### src/sv/amst_pkg.sv
// Shared types and constants for the array multiset table.
package amst_pkg;

  // Width of the count and occupancy result fields
  localparam int OUT_W = 6;

  // Width of the incoming value field
  localparam int IN_VALUE_W = 32;

  // Request codes
  typedef enum logic [1:0] {
    REQ_INSERT   = 2'd0,
    REQ_DELETE   = 2'd1,
    REQ_COUNT    = 2'd2,
    REQ_CONTAINS = 2'd3
  } req_t;

  // Sequencer states
  typedef enum logic [2:0] {
    ST_IDLE,
    ST_SCAN,
    ST_DEL_RD,
    ST_DEL_WR,
    ST_DONE
  } state_t;

  // Controls from the sequencer to the compare unit
  typedef struct packed {
    logic start;    // clear the tallies for a new scan
    logic cmp_vld;  // read data on this cycle belongs to the scan
  } scan_ctl_t;

endpackage

### src/sv/array_multiset_table.sv
// Array multiset table: unordered fixed-capacity store of values with insert/delete/count/contains.
// Insert: result registered, in the cycle after the item is accepted; one item each cycle
// while out_ready is high. Count, contains, delete: scan of the stored entries, then result.
// A delete hit fills its hole with the last entry. Scan reads one entry per cycle from the RAM.
// One item is worked on at a time; the next is taken once its result has left or is leaving.
// Reset clears the occupancy and control state; the entry RAM is not cleared.
module array_multiset_table #(
  parameter int TABLE_DEPTH = 32,
  parameter int VALUE_BITS  = 32
) (
  input  logic                           clk,
  input  logic                           rst_n,
  input  logic                           in_valid,
  output logic                           in_ready,
  input  logic [1:0]                     in_req_type,
  input  logic [amst_pkg::IN_VALUE_W-1:0] in_item_value,
  output logic                           out_valid,
  input  logic                           out_ready,
  output logic                           out_found,
  output logic [amst_pkg::OUT_W-1:0]     out_match_count,
  output logic [amst_pkg::OUT_W-1:0]     out_occupancy,
  output logic                           out_full_error
);
  import amst_pkg::*;

  localparam int ADDR_W = $clog2(TABLE_DEPTH);
  localparam int CNT_W  = $clog2(TABLE_DEPTH + 1);

  state_t            state_r, state_nxt;
  req_t              req_r, req_nxt;
  logic [VALUE_BITS-1:0] key_r, key_nxt;
  logic [VALUE_BITS-1:0] in_key;
  logic [CNT_W-1:0]  total_r, total_nxt;
  logic [CNT_W-1:0]  rd_idx_r, rd_idx_nxt;
  logic [CNT_W-1:0]  last_idx;
  logic              cmp_vld_r, cmp_vld_nxt;
  logic [ADDR_W-1:0] cmp_idx_r, cmp_idx_nxt;

  logic              out_valid_r, out_valid_nxt;
  logic              out_found_r, out_found_nxt;
  logic [OUT_W-1:0]  out_count_r, out_count_nxt;
  logic [OUT_W-1:0]  out_occ_r, out_occ_nxt;
  logic              out_full_r, out_full_nxt;

  logic              in_fire;
  logic              issue;
  logic              is_full;

  logic              ram_we;
  logic [ADDR_W-1:0] ram_waddr;
  logic [VALUE_BITS-1:0] ram_wdata;
  logic              ram_re;
  logic [ADDR_W-1:0] ram_raddr;
  logic [VALUE_BITS-1:0] ram_rdata;

  scan_ctl_t         scan_ctl;
  logic              hit_found;
  logic [CNT_W-1:0]  hit_count;
  logic [ADDR_W-1:0] hit_first;

  // Only the low VALUE_BITS bits of the value take part
  generate
    if (VALUE_BITS <= IN_VALUE_W) begin : g_key_narrow
      assign in_key = in_item_value[VALUE_BITS-1:0];
    end else begin : g_key_wide
      assign in_key = {{(VALUE_BITS - IN_VALUE_W){1'b0}}, in_item_value};
    end
  endgenerate

  assign in_ready = (state_r == ST_IDLE) && (!out_valid_r || out_ready);
  assign in_fire  = in_valid && in_ready;
  assign is_full  = (total_r == CNT_W'(TABLE_DEPTH));
  assign issue    = (rd_idx_r < total_r);
  assign last_idx = total_r - CNT_W'(1);

  // Entry storage
  amst_ram #(
    .WIDTH (VALUE_BITS),
    .DEPTH (TABLE_DEPTH)
  ) u_ram (
    .clk   (clk),
    .we    (ram_we),
    .waddr (ram_waddr),
    .wdata (ram_wdata),
    .re    (ram_re),
    .raddr (ram_raddr),
    .rdata (ram_rdata)
  );

  // Shared compare unit
  amst_scan #(
    .TABLE_DEPTH (TABLE_DEPTH),
    .VALUE_BITS  (VALUE_BITS)
  ) u_scan (
    .clk       (clk),
    .rst_n     (rst_n),
    .ctl       (scan_ctl),
    .cmp_idx   (cmp_idx_r),
    .rd_data   (ram_rdata),
    .key       (key_r),
    .hit_found (hit_found),
    .hit_count (hit_count),
    .hit_first (hit_first)
  );

  // Sequencer: next state, RAM controls and result
  always_comb begin
    state_nxt     = state_r;
    req_nxt       = req_r;
    key_nxt       = key_r;
    total_nxt     = total_r;
    rd_idx_nxt    = rd_idx_r;
    cmp_vld_nxt   = 1'b0;
    cmp_idx_nxt   = cmp_idx_r;
    out_valid_nxt = out_valid_r && !out_ready;
    out_found_nxt = out_found_r;
    out_count_nxt = out_count_r;
    out_occ_nxt   = out_occ_r;
    out_full_nxt  = out_full_r;
    ram_we        = 1'b0;
    ram_waddr     = total_r[ADDR_W-1:0];
    ram_wdata     = in_key;
    ram_re        = 1'b0;
    ram_raddr     = rd_idx_r[ADDR_W-1:0];
    scan_ctl      = '0;

    case (state_r)
      ST_IDLE: begin
        if (in_fire) begin
          req_nxt = req_t'(in_req_type);
          key_nxt = in_key;
          if (req_t'(in_req_type) == REQ_INSERT) begin
            // Append at the end, or refuse when full
            ram_we        = !is_full;
            total_nxt     = is_full ? total_r : total_r + CNT_W'(1);
            out_valid_nxt = 1'b1;
            out_found_nxt = 1'b0;
            out_count_nxt = '0;
            out_occ_nxt   = OUT_W'(total_nxt);
            out_full_nxt  = is_full;
          end else begin
            rd_idx_nxt     = '0;
            scan_ctl.start = 1'b1;
            state_nxt      = ST_SCAN;
          end
        end
      end

      ST_SCAN: begin
        // Issue a read and compare the previous one in the same cycle
        ram_re           = issue;
        cmp_vld_nxt      = issue;
        cmp_idx_nxt      = rd_idx_r[ADDR_W-1:0];
        rd_idx_nxt       = issue ? rd_idx_r + CNT_W'(1) : rd_idx_r;
        scan_ctl.cmp_vld = cmp_vld_r;
        if (!issue && !cmp_vld_r) begin
          state_nxt = (req_r == REQ_DELETE && hit_found) ? ST_DEL_RD : ST_DONE;
        end
      end

      ST_DEL_RD: begin
        // Fetch the last entry to fill the hole
        ram_re    = 1'b1;
        ram_raddr = last_idx[ADDR_W-1:0];
        state_nxt = ST_DEL_WR;
      end

      ST_DEL_WR: begin
        ram_we    = 1'b1;
        ram_waddr = hit_first;
        ram_wdata = ram_rdata;
        total_nxt = last_idx;
        state_nxt = ST_DONE;
      end

      ST_DONE: begin
        // Result slot is empty here: it was free when the item was taken
        out_valid_nxt = 1'b1;
        out_found_nxt = hit_found;
        out_count_nxt = (req_r == REQ_COUNT) ? OUT_W'(hit_count) : '0;
        out_occ_nxt   = OUT_W'(total_r);
        out_full_nxt  = 1'b0;
        state_nxt     = ST_IDLE;
      end

      default: begin
        state_nxt = ST_IDLE;
      end
    endcase
  end

  // Control registers
  always_ff @(posedge clk) begin
    if (!rst_n) begin
      state_r     <= ST_IDLE;
      total_r     <= '0;
      cmp_vld_r   <= 1'b0;
      out_valid_r <= 1'b0;
    end else begin
      state_r     <= state_nxt;
      total_r     <= total_nxt;
      cmp_vld_r   <= cmp_vld_nxt;
      out_valid_r <= out_valid_nxt;
    end
  end

  // Payload registers
  always_ff @(posedge clk) begin
    req_r       <= req_nxt;
    key_r       <= key_nxt;
    rd_idx_r    <= rd_idx_nxt;
    cmp_idx_r   <= cmp_idx_nxt;
    out_found_r <= out_found_nxt;
    out_count_r <= out_count_nxt;
    out_occ_r   <= out_occ_nxt;
    out_full_r  <= out_full_nxt;
  end

  assign out_valid       = out_valid_r;
  assign out_found       = out_found_r;
  assign out_match_count = out_count_r;
  assign out_occupancy   = out_occ_r;
  assign out_full_error  = out_full_r;

endmodule

### src/sv/amst_ram.sv
// Generic simple dual-port RAM with registered read.
module amst_ram #(
  parameter int WIDTH = 32,
  parameter int DEPTH = 32
) (
  input  logic                     clk,
  input  logic                     we,
  input  logic [$clog2(DEPTH)-1:0] waddr,
  input  logic [WIDTH-1:0]         wdata,
  input  logic                     re,
  input  logic [$clog2(DEPTH)-1:0] raddr,
  output logic [WIDTH-1:0]         rdata
);

  logic [WIDTH-1:0] mem [DEPTH];

  // Write port
  always_ff @(posedge clk) begin
    if (we) begin
      mem[waddr] <= wdata;
    end
  end

  // Registered read port
  always_ff @(posedge clk) begin
    if (re) begin
      rdata <= mem[raddr];
    end
  end

endmodule

### src/sv/amst_scan.sv
// Shared compare unit: matches one stored entry per cycle against the key.
module amst_scan #(
  parameter int TABLE_DEPTH = 32,
  parameter int VALUE_BITS  = 32
) (
  input  logic                               clk,
  input  logic                               rst_n,
  input  amst_pkg::scan_ctl_t                ctl,
  input  logic [$clog2(TABLE_DEPTH)-1:0]     cmp_idx,
  input  logic [VALUE_BITS-1:0]              rd_data,
  input  logic [VALUE_BITS-1:0]              key,
  output logic                               hit_found,
  output logic [$clog2(TABLE_DEPTH+1)-1:0]   hit_count,
  output logic [$clog2(TABLE_DEPTH)-1:0]     hit_first
);
  import amst_pkg::*;

  localparam int ADDR_W = $clog2(TABLE_DEPTH);
  localparam int CNT_W  = $clog2(TABLE_DEPTH + 1);

  logic              hit;
  logic              found_r;
  logic [CNT_W-1:0]  count_r;
  logic [ADDR_W-1:0] first_r;

  // One equality compare per cycle
  assign hit = ctl.cmp_vld && (rd_data == key);

  // Tallies: any match and number of matches
  always_ff @(posedge clk) begin
    if (!rst_n) begin
      found_r <= 1'b0;
      count_r <= '0;
    end else if (ctl.start) begin
      found_r <= 1'b0;
      count_r <= '0;
    end else if (hit) begin
      found_r <= 1'b1;
      count_r <= count_r + CNT_W'(1);
    end
  end

  // Slot of the first match
  always_ff @(posedge clk) begin
    if (hit && !found_r) begin
      first_r <= cmp_idx;
    end
  end

  assign hit_found = found_r;
  assign hit_count = count_r;
  assign hit_first = first_r;

endmodule
### config.mk
export PLATFORM = sky130hd
export DESIGN_NAME = array_multiset_table
export DESIGN_NICKNAME = d
export VERILOG_FILES = /design/src/sv/amst_pkg.sv /design/src/sv/array_multiset_table.sv /design/src/sv/amst_ram.sv /design/src/sv/amst_scan.sv
export SDC_FILE = /design/constraint.sdc
export NUM_CORES = 1
export LEC_CHECK = 0
export ABC_AREA = 0
export BUFFER_PORTS_ARGS = -buffer_cell sky130_fd_sc_hd__buf_4
export CORE_ASPECT_RATIO = 0.6
export CORE_UTILIZATION = 37
export DETAILED_ROUTE_END_ITERATION = 10
export RECOVER_POWER = 50
export SYNTH_ARGS = -nofsm -noshare
export SYNTH_HDL_FRONTEND = slang
export SYNTH_HIERARCHICAL = 1
export SYNTH_SLANG_ARGS = --single-unit
### constraint.sdc
create_clock -name clk -period 5.8 [get_ports clk]
set_input_delay 0.58 -clock clk [delete_from_list [all_inputs] [get_ports clk]]
set_output_delay 0.58 -clock clk [all_outputs]
set_load 0.005 [all_outputs]
Word-level counts from Yosys, hierarchy flattened
Memories as Yosys holds them, arrays and structs flattened. A register that Yosys moved wholly into a read port is not among the register bits. Cells that the tools add are included.

Order comparisons: 1. Bitwise gates (word level): 1. Add/subtract/negate cells: 4. Equality and inequality tests: 13. Reduce and logical (&&, ||, !) cells: 26. Multiplexer cells: 40.

Operators by type and width (number): $mux W6 (9); $pmux W6 S2 (4); $eq A32 B32 Y1 (1); $mux W32 (1); $add A6 B1 Y6 const B (3); $mux W1 (14); $mux W3 (4); $pmux W3 S4 (1); $mux W5 (2); $pmux W1 S2 (5); $reduce_and A3 Y1 (3); $ne A2 B2 Y1 const B (4); $logic_and A1 B1 Y1 (7); $eq A3 B2 Y1 const B (2); $eq A6 B6 Y1 const B (1); $logic_not A1 Y1 (6); $lt A6 B6 Y1 (1); $reduce_bool A2 Y1 (3); $sub A6 B1 Y6 const B (1); $reduce_and A2 Y1 (2); $reduce_and A4 Y1 (1); $eq A3 B1 Y1 const B (1); $eq A3 B3 Y1 const B (1); $logic_not A3 Y1 (1); 7 further kinds (7).

Output and inout bits: 16. Input port bits: 38. Bits in registers: 82. Logic and storage cells: 101. Memories kept: 1. RAM bits: 1024.

Memories: u_ram.mem (depth 32, bits a word 32, rd ports 1, clocked after Yosys merged registers in 1, wr ports 1, line amst_ram.sv:15) `logic [WIDTH-1:0] mem [DEPTH];`.

Logic depth before layout (Yosys ltp)
Gate-level depths: netlist of run 1.

Depth in word-level cells: 8. Mapped depth: 14. Depth with buffers taken out: 9.

Cells and area by module
The synthesis of run 1 kept the hierarchy.

By module, submodules not included: amst_ram (cells each 2260, instances 1, area an instance 40811.6 µm², seq. area each 31710.4 µm²); array_multiset_table (cells each 333, instances 1, area an instance 3390.8 µm², seq. area each 1991.9 µm²); amst_scan (cells each 104, instances 1, area an instance 948.4 µm², seq. area each 290.3 µm²).

Worst setup path after synthesis of run 1
No wires, ideal clock.

Kind: register to register. Start: register state_r[0]. End: memory u_ram.mem[12][0] (enable). Required time: 5379 ps. Stages on the path, launching flop included: 9. Buffers on the path: 3. Library setup time: 421 ps. Data arrival time: 3467 ps. Period minus slack after synthesis: 3888 ps. Setup slack: 1912 ps. Path through: dfxtp_1 buf_4 or3_4 nand4bb_1 buf_2 o21ai_1 or3b_2 clkbuf_1 nor2_1.

Longest elaborated chain between the ends: 7. Elaborated cells between the ends (all ways): 9. Classes of those cells: eq/ne (1); mux (5); reduce/logical (3).

RTL lines: start, declared (line array_multiset_table.sv:29) `state_t state_r, state_nxt;`; start signal, assigned (line array_multiset_table.sv:200) `state_r <= state_nxt;`; $logic_not A3 Y1 (line array_multiset_table.sv:70, array_multiset_table.sv:127); $logic_and A1 B1 Y1 (line array_multiset_table.sv:70) `assign in_ready = (state_r == ST_IDLE) && (!out_valid_r || out_ready);`; $logic_and A1 B1 Y1 (line array_multiset_table.sv:71) `assign in_fire = in_valid && in_ready;`; $mux W1 (line array_multiset_table.sv:129) `if (in_fire) begin`; $pmux W1 S2 (*) (line array_multiset_table.sv:127) `case (state_r)`; net ram_we (line array_multiset_table.sv:49) `logic ram_we;`; $mux W1 (*) (line amst_ram.sv:19) `if (we) begin`; $mux W1 (implied by the code) (*) (line amst_ram.sv:20) `mem[waddr] <= wdata;`; end, declared (line amst_ram.sv:15).

Mark *: on every way through the listed nets, which the timed path passes. The rest lies on a longest branch.

Final worst setup path of run 1
Start: register state_r[1]. End: memory u_ram.mem[24][1], data pin.

Longest elaborated chain between the ends: 2.

RTL lines: $eq A3 B2 Y1 (line array_multiset_table.sv:127); $mux W32 (line array_multiset_table.sv:127); net ram_wdata[1] (line array_multiset_table.sv:51) `logic [VALUE_BITS-1:0] ram_wdata;`.

The timed path passes the listed nets, and every way through them passes these cells.

==> impl_metrics.prom, run 1 <==
# TYPE chip_impl_metric gauge
chip_impl_metric{name="synthesis.nets",unit=""} 2745
chip_impl_metric{name="detailedRoute.firstPassIterationCount",unit=""} 5
chip_impl_metric{name="drive_gt1_share",unit="%"} 8.902
chip_impl_metric{name="power_leakage",unit="nW"} 16.65
chip_impl_metric{name="clkSlewWorstSetupHoldPaths",unit="ps"} 70
chip_impl_metric{name="syn_to_final_growth",unit="%"} 11.71
chip_impl_metric{name="cts_made_buffers",unit=""} 94
chip_impl_metric{name="dpl-instance-area",unit="µm²"} 47570
chip_impl_metric{name="via_count_of_the_first_global_routing_pass",unit=""} 23380
chip_impl_metric{name="grt_max_degree",unit=""} 129
chip_impl_info{name="rsz0062_at_grt",value="no"} 1
chip_impl_metric{name="final-hold-violation-count",unit=""} 0
chip_impl_metric{name="irDropWorstVdd",unit="mV"} 0.2403
chip_impl_info{name="critical_path.endpoint_type",value="register"} 1
chip_impl_metric{name="seq_power_share",unit="%"} 51.4
chip_impl_metric{name="synth_edf_count",unit=""} 1120
chip_impl_metric{name="grt_util_all_layers",unit="%"} 17.78
chip_impl_metric{name="final.setup_skew",unit="ps"} 29.79
chip_impl_metric{name="fin_crit",unit="ps"} 4710
chip_impl_metric{name="async_reset_ff_share",unit="%"} 0
chip_impl_metric{name="dp_hpwl",unit="µm"} 68770
chip_impl_metric{name="die_outline_area",unit="µm²"} 123500
chip_impl_metric{name="post-route-period-util",unit="%"} 81.21
chip_impl_metric{name="max-cap-violations",unit=""} 23
chip_impl_metric{name="synth_warn",unit=""} 6
chip_impl_metric{name="vias_per_cell",unit=""} 5.472
chip_impl_info{name="synth_flop_cell",value="edfxtp_1"} 1
chip_impl_info{name="setup.worst_path.start_class",value="register"} 1
chip_impl_metric{name="die_w",unit="µm"} 453.0
chip_impl_metric{name="syn_area",unit="µm²"} 45150
chip_impl_metric{name="synth.avg_cell_area",unit="µm²"} 16.74
chip_impl_metric{name="cts_resized",unit=""} 0
chip_impl_metric{name="placement.io_buffers",unit=""} 53
chip_impl_metric{name="intPower",unit="W"} 0.01348
chip_impl_info{name="crit_path_max_delay_family",value="buffers and inverters"} 1
chip_impl_metric{name="number_of_standard_cell_rows_in_the_floorplan",unit=""} 98
chip_impl_metric{name="max-slew-margin-rel",unit="%"} -78.50
chip_impl_metric{name="cts.sink_count",unit=""} 1138
chip_impl_metric{name="critical-path-max-stage-delay",unit="ps"} 1580
chip_impl_metric{name="floorplan.core_area",unit="µm²"} 120000
chip_impl_metric{name="critical_path.max_fanout",unit=""} 32
chip_impl_info{name="path_type_of_the_worst_min_delay_path",value="in -> reg"} 1
chip_impl_metric{name="power.density_cell_area",unit="nW/µm²"} 355.9
chip_impl_metric{name="design_area_final",unit="µm²"} 50440
chip_impl_metric{name="grt_pass1_wl",unit="µm"} 161800
chip_impl_metric{name="htreeDepth",unit=""} 3
chip_impl_metric{name="p_clk_share",unit="%"} 36.0
chip_impl_info{name="layout_commonest_cell",value="edfxtp_1"} 1
chip_impl_metric{name="start_util",unit="%"} 37.61
chip_impl_metric{name="final_core_util",unit="%"} 42.02
chip_impl_metric{name="floorplan.die.height",unit="µm"} 272.6
chip_impl_metric{name="finalMaxSlewViolations",unit=""} 759
chip_impl_info{name="tritoncts",value="yes"} 1
chip_impl_metric{name="detailroute.via_count",unit=""} 24320
chip_impl_info{name="setup.worst_path.class",value="reg -> reg"} 1
chip_impl_metric{name="worstMarginPinSlew",unit="ps"} 2678
chip_impl_info{name="violations",value="capacitance limit, slew limit"} 1
chip_impl_metric{name="switching_power_of_the_nets",unit="W"} 0.004472
chip_impl_metric{name="clock_tree.buffer_depth",unit=""} 3
chip_impl_metric{name="sw_frac_of_total",unit="%"} 24.91
chip_impl_info{name="clockRootBuffer",value="clkbuf_16"} 1
chip_impl_metric{name="setup_violations",unit=""} 0
chip_impl_info{name="critical_path_s_slowest_cell",value="clkbuf_1"} 1
chip_impl_info{name="most_used_cells_in_the_layout_excluding_fill_and_tap_cells",value="1120 x edfxtp_1, 521 x mux2i_1, 229 x nand2_1, 107 x nand3_1, 101 x a21oi_1"} 1
chip_impl_metric{name="routed_wire_length_per_instance",unit="µm"} 25.04
chip_impl_metric{name="drcViolationCount",unit=""} 0
chip_impl_info{name="crit_chain",value="and3b_1, clkbuf_1, nand2_1, nand2_1, clkbuf_1"} 1
chip_impl_metric{name="critPathArrivalTime",unit="ps"} 4860
chip_impl_info{name="status",value="finished, violations left"} 1
chip_impl_metric{name="final.hold.worst_slack",unit="ps"} 90.14
chip_impl_metric{name="detail-route-antenna-nets",unit=""} 0
chip_impl_metric{name="finalNetCount",unit=""} 2811
chip_impl_metric{name="power.share.combinational",unit="%"} 12.5
chip_impl_metric{name="critPathBufInv",unit=""} 2
chip_impl_metric{name="maxClockFrequency",unit="MHz"} 212.3
chip_impl_metric{name="clk_latency",unit="ps"} 700
chip_impl_metric{name="drtIter0Drc",unit=""} 2973
chip_impl_metric{name="antenna_found_initial",unit=""} 6
chip_impl_metric{name="grt_remaining_overflow",unit=""} 0
chip_impl_metric{name="ys_ff_latch",unit=""} 1138
chip_impl_metric{name="fillCellCount",unit=""} 10560
chip_impl_metric{name="syn-instance-count",unit=""} 2697
chip_impl_metric{name="top_level_ports",unit=""} 54
chip_impl_metric{name="yosysSeqAreaShare",unit="%"} 75.29
chip_impl_metric{name="place.gp.congestion",unit=""} 0.8214
chip_impl_metric{name="route.final.wire_length",unit="µm"} 111300
chip_impl_metric{name="tns",unit="ps"} 0
chip_impl_metric{name="worst-endpoint-required",unit="ps"} 5950
chip_impl_metric{name="postCtsSetupRepairBufs",unit=""} 0
chip_impl_metric{name="ctsHoldBuffers",unit=""} 0
chip_impl_metric{name="yosysUniqueCellTypes",unit=""} 54
-- kinds of logic after synthesis --
| logic type | count (synthesis) | synth area share (%) |
|---|---|---|
| adder cells (fa/ha/maj) | 10 | 0.2771 |
| buffers and inverters | 157 | 1.981 |
| AND/OR/NAND/NOR | 504 | 5.185 |
| flip-flops | 1138 | 75.29 |
| multiplexers | 521 | 11.55 |
| AO/OA/AOI/OAI | 325 | 4.905 |
| XOR/XNOR | 42 | 0.8147 |
-- cell usage after synthesis, types with 5 or more instances --
cell type     n  area, µm²
a21oi_1     101      505.5
a22o_1       65      569.3
a22oi_1      96      720.7
a31oi_1      33      206.5
and2_1       13      81.33
buf_1         5      18.77
buf_2        34      170.2
buf_4        34      255.2
buf_6        17      191.4
clkbuf_1     53      198.9
dfxtp_1      18      360.4
edfxtp_1   1120      33630
ha_1         10      125.1
inv_1        12      45.04
mux2i_1     521       5215
nand2_1     230      863.3
nand2b_1     11      68.82
nand3_1     107      535.5
nand3b_1      6      45.04
nand4_1      12      75.07
nor2_1       50      187.7
nor2b_1       6      37.54
nor3_1       37      185.2
nor4_1        6      37.54
o21ai_0      15      75.07
xnor2_1      40      350.3
-- registers in the layout, summed over array words and instances (netlist names), 2 cells and up --
name,count
out_match_count,6
key_r,32
total_r,6
cmp_idx_r,5
u_scan/hit_count,6
u_scan/hit_first,5
rd_idx_r,6
out_occupancy,6
req_r,2
u_ram/mem,1024
u_ram/rdata,32
state_r,3
-- routing by layer --
layer / GRT usage, % / share of wire [%] / routed length (µm) / vias up
li1: - / - / - / 10660
met1: 28.21 / 48 / 53010 / 12530
met2: 24.79 / 42 / 46860 / 999
met3: 3.814 / 8.9 / 9924 / 120
met4: 3.417 / 1.3 / 1490 / 2
met5: 0 / 0.0090 / 10 / -
-- layout make-up --
type | instances | area, µm² | share of cell area (%)
flip-flops and latches | 1138 | 33990 | 67.39
inverters | 12 | 45.04 | 0.08930
multi-input cells | 1402 | 10540 | 20.89
diodes | 2 | 5.005 | 0.009922
well taps | 1600 | 2002 | 3.969
clock inverters | 57 | 556.8 | 1.104
repair buffers | 115 | 772.0 | 1.531
clock buffers | 118 | 2527 | 5.011
-- stage by stage --
step	setup slack, ps	instances	power (W)
after detailed placement	1466	4267	0.01165
after floorplan	1912	2697	0.01091
after global placement	1577	4267	0.01163
after CTS	1596	4442	0.01806
final	1090	4444	0.01795
after global routing	803.3	4443	0.01852
-- final timing paths --
| check | slack (ps) | end | startpoint | depth (start not counted) |
|---|---|---|---|---|
| worst min register to register | 420 | u_scan/hit_first[3] | cmp_idx_r[3] | 0 |
| worst max register to register | 1090 | u_ram/mem[24][1] | state_r[1] | 5 |
| worst min-delay path | 90 | key_r[25] | in_item_value[25] | 1 |
| worst max-delay path | 1090 | u_ram/mem[24][1] | state_r[1] | 5 |
-- power groups by stage --
stage               clock network [W]  registers [W]  logic [W]
finish                        0.00647        0.00923    0.00225
global route                  0.00690        0.00923    0.00238
floorplan                           0        0.00937    0.00153
detailed placement                  0        0.00940    0.00225
CTS                           0.00658        0.00922    0.00226
global placement                    0        0.00940    0.00223
No activity file was read; power rests on OpenSTA's default activity.
==> run 2, diff against run 1 <==
--- a/config.mk
+++ b/config.mk
@@ -5,7 +5,7 @@
 export SDC_FILE = /design/constraint.sdc
 export NUM_CORES = 1
 export LEC_CHECK = 0
-export ABC_AREA = 0
+export ABC_AREA = 1
 export BUFFER_PORTS_ARGS = -buffer_cell sky130_fd_sc_hd__buf_4
 export CORE_ASPECT_RATIO = 0.6
 export CORE_UTILIZATION = 37
==> constraint.sdc (replaced) <==
create_clock -name clk -period 4.42 [get_ports clk]
set_input_delay 0.442 -clock clk [delete_from_list [all_inputs] [get_ports clk]]
set_output_delay 0.442 -clock clk [all_outputs]
set_load 0.005 [all_outputs]
==> run 2 against run 1 <==
The run still ends with capacitance limit, slew limit left. Largest cell class unchanged. Design area rose by 6.0%. Largest power group unchanged. Global-route usage grew 3.3 points. Routed wire length increased by 24%. Utilization about the same. Sequential power is 32% higher. Sequential share of layout area decreased by 3.8 points. Power rose by 39%. Fmax is 24% higher. Final cell count is 37% higher. Clock power increased by 39%. Worst hold slack worse by 14 ps.
==> impl_metrics.prom, run 2 <==
# TYPE chip_impl_metric gauge
chip_impl_metric{name="async_reset_ff_share",unit="%"} 0
chip_impl_metric{name="synth_warn",unit=""} 6
chip_impl_metric{name="detail-route-antenna-nets",unit=""} 0
chip_impl_info{name="synth_area_leader_cell",value="edfxtp_1"} 1
chip_impl_info{name="top_register",value="u_ram/mem"} 1
chip_impl_info{name="setup.worst_path.start_class",value="register"} 1
chip_impl_metric{name="tns",unit="ps"} 0
chip_impl_metric{name="maxClockFrequency",unit="MHz"} 262.5
chip_impl_metric{name="grt_pass1_wl",unit="µm"} 202100
chip_impl_metric{name="vias_per_cell",unit=""} 5.280
chip_impl_info{name="r2r_start",value="state_r[2]"} 1
chip_impl_metric{name="clock_tree.buffer_depth",unit=""} 3
chip_impl_info{name="ys_top_cells_by_count",value="1727 x nand2_1, 1120 x edfxtp_1, 808 x nand3_1, 119 x inv_1, 107 x nor2_1"} 1
chip_impl_metric{name="critical-path-max-stage-delay",unit="ps"} 770
chip_impl_metric{name="synth_largest_type_area_fraction",unit="%"} 70.51
chip_impl_info{name="path_type_of_the_worst_min_delay_path",value="in -> reg"} 1
chip_impl_metric{name="critPathBufInv",unit=""} 3
chip_impl_metric{name="setup_violations",unit=""} 0
chip_impl_metric{name="top_level_ports",unit=""} 54
chip_impl_metric{name="max-cap-violations",unit=""} 6
chip_impl_metric{name="final.hold.worst_slack",unit="ps"} 76.29
chip_impl_metric{name="drtIter0Drc",unit=""} 4295
chip_impl_metric{name="routed_wire_length_per_instance",unit="µm"} 22.73
chip_impl_metric{name="final_core_util",unit="%"} 42.07
chip_impl_metric{name="fin_cells",unit=""} 6090
chip_impl_metric{name="largest_register_ff_count",unit=""} 1024
chip_impl_info{name="critical_path_s_slowest_cell",value="clkbuf_2"} 1
chip_impl_info{name="most_used_cells_in_the_layout_excluding_fill_and_tap_cells",value="1729 x nand2_1, 1120 x edfxtp_1, 810 x nand3_1, 122 x inv_1, 100 x clkbuf_16"} 1
chip_impl_metric{name="grt_remaining_overflow",unit=""} 0
chip_impl_metric{name="multi_input_comb_area",unit="µm²"} 11800
chip_impl_metric{name="start_util",unit="%"} 37.52
chip_impl_metric{name="cts_resized",unit=""} 0
chip_impl_metric{name="final.setup_skew",unit="ps"} 27.77
chip_impl_metric{name="cts_made_buffers",unit=""} 97
chip_impl_metric{name="placement.io_buffers",unit=""} 53
chip_impl_metric{name="critPathArrivalTime",unit="ps"} 4130
chip_impl_metric{name="drcViolationCount",unit=""} 0
chip_impl_metric{name="max-slew-margin-rel",unit="%"} -64.61
chip_impl_metric{name="floorplan.core_area",unit="µm²"} 127100
chip_impl_info{name="synth_flop_cell",value="edfxtp_1"} 1
chip_impl_info{name="hold_path_startpoint",value="out_ready"} 1
chip_impl_info{name="largest_registers",value="u_ram/mem x1024, key_r x32, u_ram/rdata x32"} 1
chip_impl_info{name="status",value="finished, violations left"} 1
chip_impl_metric{name="dp_hpwl",unit="µm"} 74670
chip_impl_info{name="violations",value="capacitance limit, slew limit"} 1
chip_impl_metric{name="synth.avg_cell_area",unit="µm²"} 11.27
chip_impl_metric{name="antenna_found_initial",unit=""} 5
chip_impl_metric{name="worstMarginPinSlew",unit="ps"} 2469
chip_impl_info{name="critical_path.endpoint_type",value="register"} 1
chip_impl_info{name="clockRootBuffer",value="clkbuf_16"} 1
chip_impl_info{name="layout_commonest_cell",value="nand2_1"} 1
chip_impl_metric{name="fillCellCount",unit=""} 11870
chip_impl_info{name="post_synth_main_area_contributors",value="edfxtp_1 71%, nand2_1 14%, nand3_1 8.5%, buf_6 1.6%, inv_1 0.94%"} 1
chip_impl_metric{name="cts.sink_count",unit=""} 1138
chip_impl_metric{name="htreeDepth",unit=""} 3
chip_impl_info{name="setup.worst_path.class",value="reg -> reg"} 1
chip_impl_metric{name="syn_area",unit="µm²"} 47700
chip_impl_metric{name="ys_ff_latch",unit=""} 1138
chip_impl_metric{name="syn-instance-count",unit=""} 4233
chip_impl_metric{name="route.final.wire_length",unit="µm"} 138400
chip_impl_metric{name="synth_edf_count",unit=""} 1120
chip_impl_metric{name="floorplan.die.height",unit="µm"} 280.1
chip_impl_metric{name="setup_ws",unit="ps"} 611.0
chip_impl_info{name="crit_chain",value="inv_1, nand3_1, inv_1, o21ai_0, nand3_1, nor2_1, clkbuf_2"} 1
chip_impl_metric{name="final-hold-violation-count",unit=""} 0
chip_impl_metric{name="worst-endpoint-required",unit="ps"} 4740
chip_impl_metric{name="critical_path.max_fanout",unit=""} 18
chip_impl_info{name="cp-startpoint",value="state_r[2]"} 1
chip_impl_metric{name="clk_latency",unit="ps"} 710
chip_impl_metric{name="detailedRoute.firstPassIterationCount",unit=""} 5
chip_impl_metric{name="detailroute.via_count",unit=""} 32150
chip_impl_metric{name="die_w",unit="µm"} 465.5
chip_impl_metric{name="grt_util_all_layers",unit="%"} 21.04
chip_impl_metric{name="final-seq-area",unit="µm²"} 33990
chip_impl_metric{name="drive_gt1_share",unit="%"} 7.203
chip_impl_info{name="synth.most_common_cell",value="nand2_1"} 1
chip_impl_metric{name="place.gp.congestion",unit=""} 0.8643
chip_impl_info{name="crit_path_max_delay_family",value="buffers and inverters"} 1
chip_impl_metric{name="yosysSeqAreaShare",unit="%"} 71.27
chip_impl_metric{name="power.density_cell_area",unit="nW/µm²"} 467.4
chip_impl_metric{name="post-route-period-util",unit="%"} 86.18
chip_impl_info{name="rsz0062_at_grt",value="no"} 1
chip_impl_metric{name="fin_crit",unit="ps"} 3809
chip_impl_metric{name="irDropWorstVdd",unit="mV"} 0.3719
chip_impl_metric{name="clkSlewWorstSetupHoldPaths",unit="ps"} 70
chip_impl_metric{name="via_count_of_the_first_global_routing_pass",unit=""} 29550
chip_impl_metric{name="syn_to_final_growth",unit="%"} 12.13
chip_impl_metric{name="finalNetCount",unit=""} 4357
chip_impl_metric{name="synthesis.nets",unit=""} 4281
chip_impl_info{name="tritoncts",value="yes"} 1
chip_impl_metric{name="number_of_standard_cell_rows_in_the_floorplan",unit=""} 101
chip_impl_metric{name="detailedPlace.worstSlack",unit="ps"} 1049
chip_impl_metric{name="yosysUniqueCellTypes",unit=""} 35
chip_impl_metric{name="power_leakage",unit="nW"} 19.79
chip_impl_metric{name="dpl.cell_count",unit=""} 5874
chip_impl_metric{name="die_outline_area",unit="µm²"} 130400
chip_impl_metric{name="grt_max_degree",unit=""} 187
chip_impl_metric{name="finalMaxSlewViolations",unit=""} 189
run 2: cell count changes after synthesis, moves of 50 or more:
cell     change
a21oi_1     -85
a22o_1      -65
a22oi_1     -96
buf_2       +54
buf_6       +50
inv_1      +107
mux2i_1    -521
nand2_1   +1497
nand3_1    +701
nor2_1      +57
run 2: layout make-up:
class	instances	share of cell area, %
Timing Repair Buffer	207	3.315
Antenna cell	4	0.01872
Multi-Input combinational cell	2735	22.06
Inverter	130	0.9686
Clock inverter	63	1.327
Sequential cell	1138	63.56
Clock buffer	114	4.777
Tap cell	1699	3.975
run 2: layer usage:
metal	GRT usage (%)	wire (µm)	vias to the layer above	share of wire (%)
met4	5.348	3050	0	2.2
met1	31.98	62300	15740	45
met5	0	0	-	0
met2	29.97	58090	1555	42
li1	-	-	14660	-
met3	4.903	14990	199	11
run 2: path summary, 6_finish.rpt:
check                   endpoint  depth (start not counted)  slack (ps)
min                    out_valid                          4          80
min reg2reg  u_scan/hit_first[0]                          0         420
max             u_ram/mem[14][1]                          7         610
max reg2reg     u_ram/mem[14][1]                          7         610
run 2: power by group:
part / internal, W / total, W / leakage (nW) / switching, W
logic: 0.00102 / 0.00376 / 7.93 / 0.00274
registers: 0.0121 / 0.0122 / 10.3 / 0.000126
clock network: 0.00497 / 0.00901 / 1.60 / 0.00404
total: 0.0181 / 0.0250 / 19.8 / 0.00690
run 2: kinds of logic (layout without fill, tap and decap cells):
| kind of cell | Yosys count | after routing | synth area share [%] |
|---|---|---|---|
| xor+xnor | 11 | 11 | 0.2020 |
| mux | 1 | 1 | 0.02361 |
| fa+ha+maj | 10 | 10 | 0.2623 |
| buf+inv | 360 | 514 | 4.441 |
| simple gates | 2669 | 2669 | 23.31 |
| other cells | 0 | 4 | 0 |
| flops | 1138 | 1138 | 71.27 |
| compound gates | 44 | 44 | 0.4906 |
run 2: worst min-delay path, delay by kind of cell:
family | cells | cell delay (ps)
simple gates | 1 | 80
compound gates | 1 | 90
buf+inv | 2 | 110
run 2: per-stage QoR:
step | area, µm² | total power [W]
floorplan | 47700 | 0.01503
global placement | 50200 | 0.01614
detailed placement | 50200 | 0.01617
CTS | 53820 | 0.02509
global route | 53470 | 0.02589
finish | 53480 | 0.02500
run 2: what timing repair did:
action / CTS / global route
buffers inserted: 0 / 0
hold buffers: 35 / 0
endpoints found under the hold margin: 37 / 0
